### src/aesbc_pkg.sv
package aesbc_pkg;

    typedef logic [7:0]   byte_t;
    typedef logic [31:0]  word_t;
    typedef logic [127:0] block_t;
    typedef logic [5:0]   kidx_t;
    typedef logic [3:0]   round_t;

    typedef enum logic [2:0] {
        REG_KEY_SIZE = 3'd0,
        REG_KEY_W0   = 3'd1,
        REG_KEY_W1   = 3'd2,
        REG_KEY_W2   = 3'd3,
        REG_KEY_W3   = 3'd4
    } reg_idx_t;

    typedef enum logic [2:0] {
        ST_KEY_LOAD,
        ST_KEY_EXPAND,
        ST_IDLE,
        ST_ROUND,
        ST_DONE
    } state_t;

    // Control handed from the sequencer to the round cells
    typedef struct packed {
        logic   load;
        logic   step;
        logic   decrypt;
        logic   last;
    } cell_ctrl_t;

    localparam int unsigned KeyWords = 60;
    // Words per bank when the schedule is split by column
    localparam int unsigned KeySlots = KeyWords / 4;

    localparam logic [7:0] SBOX [256] = '{
        8'h63,8'h7c,8'h77,8'h7b,8'hf2,8'h6b,8'h6f,8'hc5,
        8'h30,8'h01,8'h67,8'h2b,8'hfe,8'hd7,8'hab,8'h76,
        8'hca,8'h82,8'hc9,8'h7d,8'hfa,8'h59,8'h47,8'hf0,
        8'had,8'hd4,8'ha2,8'haf,8'h9c,8'ha4,8'h72,8'hc0,
        8'hb7,8'hfd,8'h93,8'h26,8'h36,8'h3f,8'hf7,8'hcc,
        8'h34,8'ha5,8'he5,8'hf1,8'h71,8'hd8,8'h31,8'h15,
        8'h04,8'hc7,8'h23,8'hc3,8'h18,8'h96,8'h05,8'h9a,
        8'h07,8'h12,8'h80,8'he2,8'heb,8'h27,8'hb2,8'h75,
        8'h09,8'h83,8'h2c,8'h1a,8'h1b,8'h6e,8'h5a,8'ha0,
        8'h52,8'h3b,8'hd6,8'hb3,8'h29,8'he3,8'h2f,8'h84,
        8'h53,8'hd1,8'h00,8'hed,8'h20,8'hfc,8'hb1,8'h5b,
        8'h6a,8'hcb,8'hbe,8'h39,8'h4a,8'h4c,8'h58,8'hcf,
        8'hd0,8'hef,8'haa,8'hfb,8'h43,8'h4d,8'h33,8'h85,
        8'h45,8'hf9,8'h02,8'h7f,8'h50,8'h3c,8'h9f,8'ha8,
        8'h51,8'ha3,8'h40,8'h8f,8'h92,8'h9d,8'h38,8'hf5,
        8'hbc,8'hb6,8'hda,8'h21,8'h10,8'hff,8'hf3,8'hd2,
        8'hcd,8'h0c,8'h13,8'hec,8'h5f,8'h97,8'h44,8'h17,
        8'hc4,8'ha7,8'h7e,8'h3d,8'h64,8'h5d,8'h19,8'h73,
        8'h60,8'h81,8'h4f,8'hdc,8'h22,8'h2a,8'h90,8'h88,
        8'h46,8'hee,8'hb8,8'h14,8'hde,8'h5e,8'h0b,8'hdb,
        8'he0,8'h32,8'h3a,8'h0a,8'h49,8'h06,8'h24,8'h5c,
        8'hc2,8'hd3,8'hac,8'h62,8'h91,8'h95,8'he4,8'h79,
        8'he7,8'hc8,8'h37,8'h6d,8'h8d,8'hd5,8'h4e,8'ha9,
        8'h6c,8'h56,8'hf4,8'hea,8'h65,8'h7a,8'hae,8'h08,
        8'hba,8'h78,8'h25,8'h2e,8'h1c,8'ha6,8'hb4,8'hc6,
        8'he8,8'hdd,8'h74,8'h1f,8'h4b,8'hbd,8'h8b,8'h8a,
        8'h70,8'h3e,8'hb5,8'h66,8'h48,8'h03,8'hf6,8'h0e,
        8'h61,8'h35,8'h57,8'hb9,8'h86,8'hc1,8'h1d,8'h9e,
        8'he1,8'hf8,8'h98,8'h11,8'h69,8'hd9,8'h8e,8'h94,
        8'h9b,8'h1e,8'h87,8'he9,8'hce,8'h55,8'h28,8'hdf,
        8'h8c,8'ha1,8'h89,8'h0d,8'hbf,8'he6,8'h42,8'h68,
        8'h41,8'h99,8'h2d,8'h0f,8'hb0,8'h54,8'hbb,8'h16
    };

    localparam logic [7:0] INV_SBOX [256] = '{
        8'h52,8'h09,8'h6a,8'hd5,8'h30,8'h36,8'ha5,8'h38,
        8'hbf,8'h40,8'ha3,8'h9e,8'h81,8'hf3,8'hd7,8'hfb,
        8'h7c,8'he3,8'h39,8'h82,8'h9b,8'h2f,8'hff,8'h87,
        8'h34,8'h8e,8'h43,8'h44,8'hc4,8'hde,8'he9,8'hcb,
        8'h54,8'h7b,8'h94,8'h32,8'ha6,8'hc2,8'h23,8'h3d,
        8'hee,8'h4c,8'h95,8'h0b,8'h42,8'hfa,8'hc3,8'h4e,
        8'h08,8'h2e,8'ha1,8'h66,8'h28,8'hd9,8'h24,8'hb2,
        8'h76,8'h5b,8'ha2,8'h49,8'h6d,8'h8b,8'hd1,8'h25,
        8'h72,8'hf8,8'hf6,8'h64,8'h86,8'h68,8'h98,8'h16,
        8'hd4,8'ha4,8'h5c,8'hcc,8'h5d,8'h65,8'hb6,8'h92,
        8'h6c,8'h70,8'h48,8'h50,8'hfd,8'hed,8'hb9,8'hda,
        8'h5e,8'h15,8'h46,8'h57,8'ha7,8'h8d,8'h9d,8'h84,
        8'h90,8'hd8,8'hab,8'h00,8'h8c,8'hbc,8'hd3,8'h0a,
        8'hf7,8'he4,8'h58,8'h05,8'hb8,8'hb3,8'h45,8'h06,
        8'hd0,8'h2c,8'h1e,8'h8f,8'hca,8'h3f,8'h0f,8'h02,
        8'hc1,8'haf,8'hbd,8'h03,8'h01,8'h13,8'h8a,8'h6b,
        8'h3a,8'h91,8'h11,8'h41,8'h4f,8'h67,8'hdc,8'hea,
        8'h97,8'hf2,8'hcf,8'hce,8'hf0,8'hb4,8'he6,8'h73,
        8'h96,8'hac,8'h74,8'h22,8'he7,8'had,8'h35,8'h85,
        8'he2,8'hf9,8'h37,8'he8,8'h1c,8'h75,8'hdf,8'h6e,
        8'h47,8'hf1,8'h1a,8'h71,8'h1d,8'h29,8'hc5,8'h89,
        8'h6f,8'hb7,8'h62,8'h0e,8'haa,8'h18,8'hbe,8'h1b,
        8'hfc,8'h56,8'h3e,8'h4b,8'hc6,8'hd2,8'h79,8'h20,
        8'h9a,8'hdb,8'hc0,8'hfe,8'h78,8'hcd,8'h5a,8'hf4,
        8'h1f,8'hdd,8'ha8,8'h33,8'h88,8'h07,8'hc7,8'h31,
        8'hb1,8'h12,8'h10,8'h59,8'h27,8'h80,8'hec,8'h5f,
        8'h60,8'h51,8'h7f,8'ha9,8'h19,8'hb5,8'h4a,8'h0d,
        8'h2d,8'he5,8'h7a,8'h9f,8'h93,8'hc9,8'h9c,8'hef,
        8'ha0,8'he0,8'h3b,8'h4d,8'hae,8'h2a,8'hf5,8'hb0,
        8'hc8,8'heb,8'hbb,8'h3c,8'h83,8'h53,8'h99,8'h61,
        8'h17,8'h2b,8'h04,8'h7e,8'hba,8'h77,8'hd6,8'h26,
        8'he1,8'h69,8'h14,8'h63,8'h55,8'h21,8'h0c,8'h7d
    };

    function automatic byte_t xt(input byte_t b);
        return {b[6:0], 1'b0} ^ (b[7] ? 8'h1b : 8'h00);
    endfunction

    function automatic word_t sub_word(input word_t w);
        return {SBOX[w[31:24]], SBOX[w[23:16]], SBOX[w[15:8]], SBOX[w[7:0]]};
    endfunction

endpackage

### src/aesbc_key_store.sv
// Round key store: key words from the registers, then one expansion word per
// cycle; read by round, four words at a time, one from each column bank.
module aesbc_key_store (
    input  logic              clk,
    input  logic              rst_n,
    input  logic              start,
    input  logic [1:0]        key_size,
    input  logic [255:0]      key_bits,
    input  logic              rd_en,
    input  aesbc_pkg::round_t rd_round,
    output logic [127:0]      rd_key,
    output logic              busy
);

    aesbc_pkg::word_t hist_reg [8];
    aesbc_pkg::word_t rd_word [4];
    logic [5:0]        idx_reg;
    logic [5:0]        idx_next;
    logic [2:0]        phase_reg;
    logic [2:0]        phase_next;
    logic [7:0]        rc_reg;
    logic [7:0]        rc_next;
    logic              run_reg;
    logic              run_next;
    logic              init_reg;
    logic [3:0]        nk;
    logic [5:0]        total;
    aesbc_pkg::word_t  t_rot;
    aesbc_pkg::word_t  t_word;
    aesbc_pkg::word_t  new_word;
    aesbc_pkg::word_t  prev;
    aesbc_pkg::word_t  far;

    always_comb
    begin
        case (key_size)
            2'd0:    begin nk = 4'd4; total = 6'd44; end
            2'd1:    begin nk = 4'd6; total = 6'd52; end
            default: begin nk = 4'd8; total = 6'd60; end
        endcase
    end

    // History of the last nk words; the oldest sits at nk-1
    always_comb
    begin
        prev  = hist_reg[0];
        far   = hist_reg[nk[2:0] - 3'd1];
        t_rot = aesbc_pkg::sub_word({prev[23:0], prev[31:24]}) ^ {rc_reg, 24'h0};
        if (idx_reg < {2'b00, nk})
            t_word = key_bits[255 - 32*idx_reg[2:0] -: 32];
        else if (phase_reg == 3'd0)
            t_word = t_rot;
        else if (nk == 4'd8 && phase_reg == 3'd4)
            t_word = far ^ aesbc_pkg::sub_word(prev);
        else
            t_word = far ^ prev;
        new_word = (idx_reg < {2'b00, nk} || phase_reg != 3'd0) ? t_word : (far ^ t_rot);
    end

    // Advance the expansion counters
    always_comb
    begin
        idx_next   = idx_reg;
        phase_next = phase_reg;
        rc_next    = rc_reg;
        run_next   = run_reg;
        if (start)
        begin
            idx_next   = 6'd0;
            phase_next = 3'd0;
            rc_next    = 8'h01;
            run_next   = 1'b1;
        end
        else if (run_reg)
        begin
            idx_next = idx_reg + 6'd1;
            if (idx_reg >= {2'b00, nk} && phase_reg == 3'd0)
                rc_next = aesbc_pkg::xt(rc_reg);
            phase_next = (phase_reg == nk[2:0] - 3'd1) ? 3'd0 : phase_reg + 3'd1;
            if (idx_reg == total - 6'd1)
                run_next = 1'b0;
        end
    end

    always_ff @(posedge clk or negedge rst_n)
    begin
        if (!rst_n)
        begin
            idx_reg   <= '0;
            phase_reg <= '0;
            rc_reg    <= 8'h01;
            run_reg   <= 1'b0;
            init_reg  <= 1'b1;
        end
        else
        begin
            idx_reg   <= idx_next;
            phase_reg <= phase_next;
            rc_reg    <= rc_next;
            run_reg   <= run_next;
            init_reg  <= 1'b0;
        end
    end

    // Shift the history
    always_ff @(posedge clk)
    begin
        if (run_reg)
        begin
            hist_reg[0] <= new_word;
            for (int k = 1; k < 8; k++)
                hist_reg[k] <= hist_reg[k-1];
        end
    end

    // One bank per key column, indexed by round
    for (genvar b = 0; b < 4; b++)
    begin : g_bank
        aesbc_pkg::word_t mem [aesbc_pkg::KeySlots];

        // Write this bank's words of the expansion
        always_ff @(posedge clk)
        begin
            if (run_reg && idx_reg[1:0] == 2'(b))
                mem[idx_reg[5:2]] <= new_word;
        end

        // Registered read of this column of one round key
        always_ff @(posedge clk)
        begin
            if (rd_en)
                rd_word[b] <= mem[rd_round];
        end
    end

    assign rd_key = {rd_word[0], rd_word[1], rd_word[2], rd_word[3]};
    assign busy   = run_reg | init_reg;

endmodule

### config.mk
export PLATFORM = sky130hd
export DESIGN_NAME = aesbc_key_store
export DESIGN_NICKNAME = d
export VERILOG_FILES = /design/src/aesbc_pkg.sv /design/src/aesbc_key_store.sv
export SDC_FILE = /design/constraint.sdc
export NUM_CORES = 2
export LEC_CHECK = 0
export BUFFER_PORTS_ARGS = -buffer_cell sky130_fd_sc_hd__clkbuf_2
export CORE_ASPECT_RATIO = 1.4
export CORE_UTILIZATION = 40
export CTS_BUF_LIST = sky130_fd_sc_hd__clkbuf_8
export CTS_CLUSTER_DIAMETER = 40
export DETAILED_ROUTE_END_ITERATION = 7
export GPL_TIMING_DRIVEN = 0
export PLACE_DENSITY = 0.52
export SETUP_SLACK_MARGIN = 0.05
export SYNTH_ARGS = -nofsm -noshare
export SYNTH_HDL_FRONTEND = slang
export SYNTH_SLANG_ARGS = --single-unit
### constraint.sdc
create_clock -name clk -period 10.83 [get_ports clk]
set_input_delay 1.083 -clock clk [delete_from_list [all_inputs] [get_ports clk]]
set_output_delay 1.083 -clock clk [all_outputs]
set_load 0.01 [all_outputs]
Word-level counts from Yosys, hierarchy flattened:

Memory sizes are Yosys's and may differ from the RTL's.
Cells that the tools add are included.

* flip-flop bits (word level): 19
* memories kept: 10
* output and inout bits: 129
* memory bits (writable): 2304
* logic and storage cells: 97
* ROM bits: 8192

* $add $sub $neg: 5
* reductions and logical operators: 14
* equal/unequal tests: 8
* bitwise logic cells: 10
* shift-type cells: 1
* muxes and demuxes: 38
* magnitude comparators: 6

Memory list
* (name not given): words 256, bits a word 8, rd ports 1, clocked after memory_dff 0, wr ports 0, line aesbc_pkg.sv:112 `return {SBOX[w[31:24]], SBOX[w[23:16]], SBOX[w[15:8]], SBOX[w[7:0]]};`
* (name not given): words 256, bits a word 8, rd ports 1, clocked after memory_dff 0, wr ports 0, line aesbc_pkg.sv:112
* (name not given): words 256, bits a word 8, rd ports 1, clocked after memory_dff 0, wr ports 0, line aesbc_pkg.sv:112
* (name not given): words 256, bits a word 8, rd ports 1, clocked after memory_dff 0, wr ports 0, line aesbc_pkg.sv:112
* g_bank[0].mem: words 15, bits a word 32, rd ports 1, clocked after memory_dff 0, wr ports 1, line aesbc_key_store.sv:119 `aesbc_pkg::word_t mem [aesbc_pkg::KeySlots];`
* g_bank[1].mem: words 15, bits a word 32, rd ports 1, clocked after memory_dff 0, wr ports 1, line aesbc_key_store.sv:119
* 4 more memories

Operators with widths (count)
* $shiftx A287 B33 Y32: 1
* $mux W32: 4
* $xor A32 B32 Y32: 4
* $mux W8: 11
* $ge A9 B9 Y1 const B: 4
* $not A8 Y9: 4
* $mux W1: 15
* $mux W6: 2
* $pmux W5 S2: 1
* $mux W3: 3
* $sub A8 B8 Y9 const A: 1
* $pmux W4 S2: 1
* $xor A8 B5 Y8: 1
* $add A6 B1 Y6 const B: 1
* $eq A6 B6 Y1: 1
* $ge A6 B4 Y1: 1
* $logic_and A1 B1 Y1: 6
* $lt A6 B4 Y1: 1
* $sub A6 B1 Y6 const B: 1
* $mux W5: 1
* $eq A2 B1 Y1 const B: 2
* $eq A2 B2 Y1 const B: 2
* $eq A4 B4 Y1 const B: 1
* $logic_not A2 Y1: 2
* other kinds (10): 11

Longest topological paths before layout:

An unclocked memory read counts as a cell.

* depth in word-level cells: 10
* mapped depth: 15

Worst setup path after synthesis:

OpenSTA, ideal clock, no wires.

* kind: reg-to-reg
* start: register run_reg
* end: memory g_bank[3].mem[7][0] (netlist bit), enable pin
* buffers on the path: 0
* period minus slack after synthesis: 9.592 ns
* setup time: 0.468 ns
* setup slack: 1.238 ns
* stages on the path, launching flop included: 3
* arrival time: 9.124 ns
* cell sequence: dfrtp_1 > nand4_1 > nor3b_1

* word-level cells in the longest chain between the ends: 3

Ends and longest elaborated chain
* start: declaration: line aesbc_key_store.sv:23 `logic run_reg;`
* start signal: assignment: line aesbc_key_store.sv:100 `run_reg <= run_next;`
* $logic_and A1 B1 Y1: line aesbc_key_store.sv:124 `if (run_reg && idx_reg[1:0] == 2'(b))`
* $mux W1: line aesbc_key_store.sv:124
* $mux W1 (not written as such): line aesbc_key_store.sv:125 `mem[idx_reg[5:2]] <= new_word;`
* end: declaration: line aesbc_key_store.sv:119

No other way between the ends.

==> run metrics <==
worst hold-check path type=in2async; number of library cell types mapped by synthesis=102; WL/cell=a little under 40 µm; final slew viol count=2; P&R area growth vs syn=16.6%; Final #Nets=roughly 7500; FF-to-FF Start=hist_reg[0][17]; CP startpoint kind=flip-flop; Antenna Nets Post-Route=0; Yosys top cell by area=edfxtp_1; min cycle time layout=7040 ps; final worst slack=3790 ps; Combinational Power Share=0.339; 1st-pass router iterations=6; EDFF count, synth=2304; Root Driver=clkbuf_8; Detailed Place HPWL=300000 µm; Post-Synth Adder-Cell Area=0.00836; post-CTS sizing=0; I/O pins=395; row count=220; core area=257000 µm²; Design Power=27.9 mW; Syn Nets=6623; final WL=420000 µm; CTS sink count=2323; grt ovf=0; WP data required=11630 ps; layout cells sized above 1=0.265; CP Data Arrival Time=7840 ps; Die Span X=431 µm; dpl cell area=114000 µm²; CP Launch Point=hist_reg[0][17]; die height=603 µm; Clock power frac=0.252; clock latency on the worst-skew pair=1030 ps; kind of critical path=reg2reg; sw frac=0.379; DRC=0; commonest non-fill, non-tap cells in the layout=edfxtp_1 (2304), mux4_2 (587), clkbuf_2 (400); commonest non-fill, non-tap cell in the layout=edfxtp_1; Post-CTS Setup Inserts=0; Post-synth ARST share=0.00818; max reg flops=1920; die area=260000 µm²; Starting Density=0.403; status=finished with violations; IO Port Bufs=388; dpl cells=10300; vias in the first global route=69300; Pint=17.3 mW; clock-pin slew of the registers on the worst-case setup and hold paths=around 70 ps; # Max-Cap Violations=0; Final Instance Count excl. Fillers=about 11000; sequential-to-total area share from yosys stat=0.675; Clock Skew=106 ps; DR vias/cell=6.20; Overall Global Routing Usage=0.319; CP max FO=33; Synth Flop Type=edfxtp_1; placer congestion estimate=1.08; final hold vios=0; H-tree Lvls=5; Slew Limit Headroom=-0.00563; main combinational cell family by area after synthesis=multiplexers; post-synthesis mux area share=0.150; sequential power share=0.408; post-route design area=120000 µm²; Hold Buf Count CTS=0; antenna violations before repair=19; largest net degree at the start of global routing=75; Synth Instances=between 6000 and 7000; final setup fails=0; Synth Area in XOR/XNOR=0.00645; Synth Register Bits=2323; DR vias=67700; Synth Area in Simple Gates=0.0567; synth warn=0; Worst VDD drop=0.101 mV; drt initial violations=7225; Synth Cell Area=103000 µm²; Max Fclk=142 MHz; Syn Area/Cell=around 16 µm²; Compound-Gate Fraction of Synth Area=0.0791; final period utilization=0.650; top post-synthesis cells by area=edfxtp_1 (67%), mux4_2 (13%), mux2i_1 (1.9%); CTS Buffer Depth=4; failing checks=slew limit; Place WS=around 4000 ps; LEAKAGE=between 40 and 50 nW; first-pass GRT wire length=571000 µm; Synth top area share=0.670; CP endpoint kind=flip-flop; Pwr per Cell Area=232 nW/µm²; Slew @ Worst Pin=1510 ps; RSZ-0062 raised after global routing=false; CTS buffer count=360; Net Switching=10.6 mW; CTS tree=yes
cell families after synthesis:
kind of cell | after synthesis
other cells | 1
flops | 2323
mux | 811
buf+inv | 565
compound gates | 1224
fa+ha+maj | 69
xor+xnor | 76
simple gates | 1219
synth_stat cells, drive strengths merged (58+ instances only):
cell type and count:
a211oi 80, a21oi 245, a311oi 58, a31oi 70
buf 250, clkbuf 263, edfxtp 2304, ha 69
mux2i 192, mux4 587, nand2 365, nand2b 96
nand3 106, nor2 289, nor2b 95, nor3 91
o211ai 77, o21ai 327
per-stage QoR:
stage	hold slack (ps)	TNS, ps	utilization
finish	98.8	0	0.469
global route	88.0	0	0.469
CTS	51.0	0	0.469
detailed placement	405	0	0.443
global placement	402	-7810870	0.427
floorplan	400	0	-
critical path: stages (launching register included):
cell      delay (ps)
edfxtp_1         870
clkbuf_1         380
buf_2            340
inv_1            400
ha_1             430
clkbuf_1         410
or2_2            200
clkbuf_1         410
a21oi_1          130
a211oi_1         550
o311ai_0         320
a31oi_1          680
a21oi_1          210
a31oi_1          320
xnor2_1          170
o21ai_4          700
buf_12           280
final timing paths:
kind                                              to  slack [ps]  cells after the start
worst max-delay path            g_bank[3].mem[9][22]        3790                     16
worst min-delay path                      idx_reg[5]         100                      1
worst max register to register  g_bank[3].mem[9][22]        3790                     16
worst min register to register       hist_reg[2][10]         410                      0
max in group asynchronous                    run_reg       10310                      1
min in group clk                     hist_reg[2][10]         410                      0
cell type report:
type                    instances  area, µm²
repair buffers                550       5180
fillers                     22500     136000
flip-flops and latches       2323      69700
plain buffers                 513       2370
multi-input cells            3400      31900
well taps                    3441       4310
inverters                      52        195
clock inverters               264       1590
diodes                         16       40.0
clock buffers                 370       5090
metal layers:
layer,wire length [µm],GRT usage,part of all wire
met4,34400,0.221,0.082
met1,148000,0.358,0.35
met2,213000,0.553,0.51
met5,23,0,0.000055
met3,25900,0.0534,0.062
power groups by stage:
stage	clock network (mW)	registers (mW)	logic, mW
final	7.05	11.4	9.48
after global routing	7.56	11.4	9.59
after CTS	7.20	11.4	9.11
after detailed placement	0	11.6	9.08
after global placement	0	11.8	8.73
after floorplan	0	11.6	4.48
(Power assumes the default switching activity.)
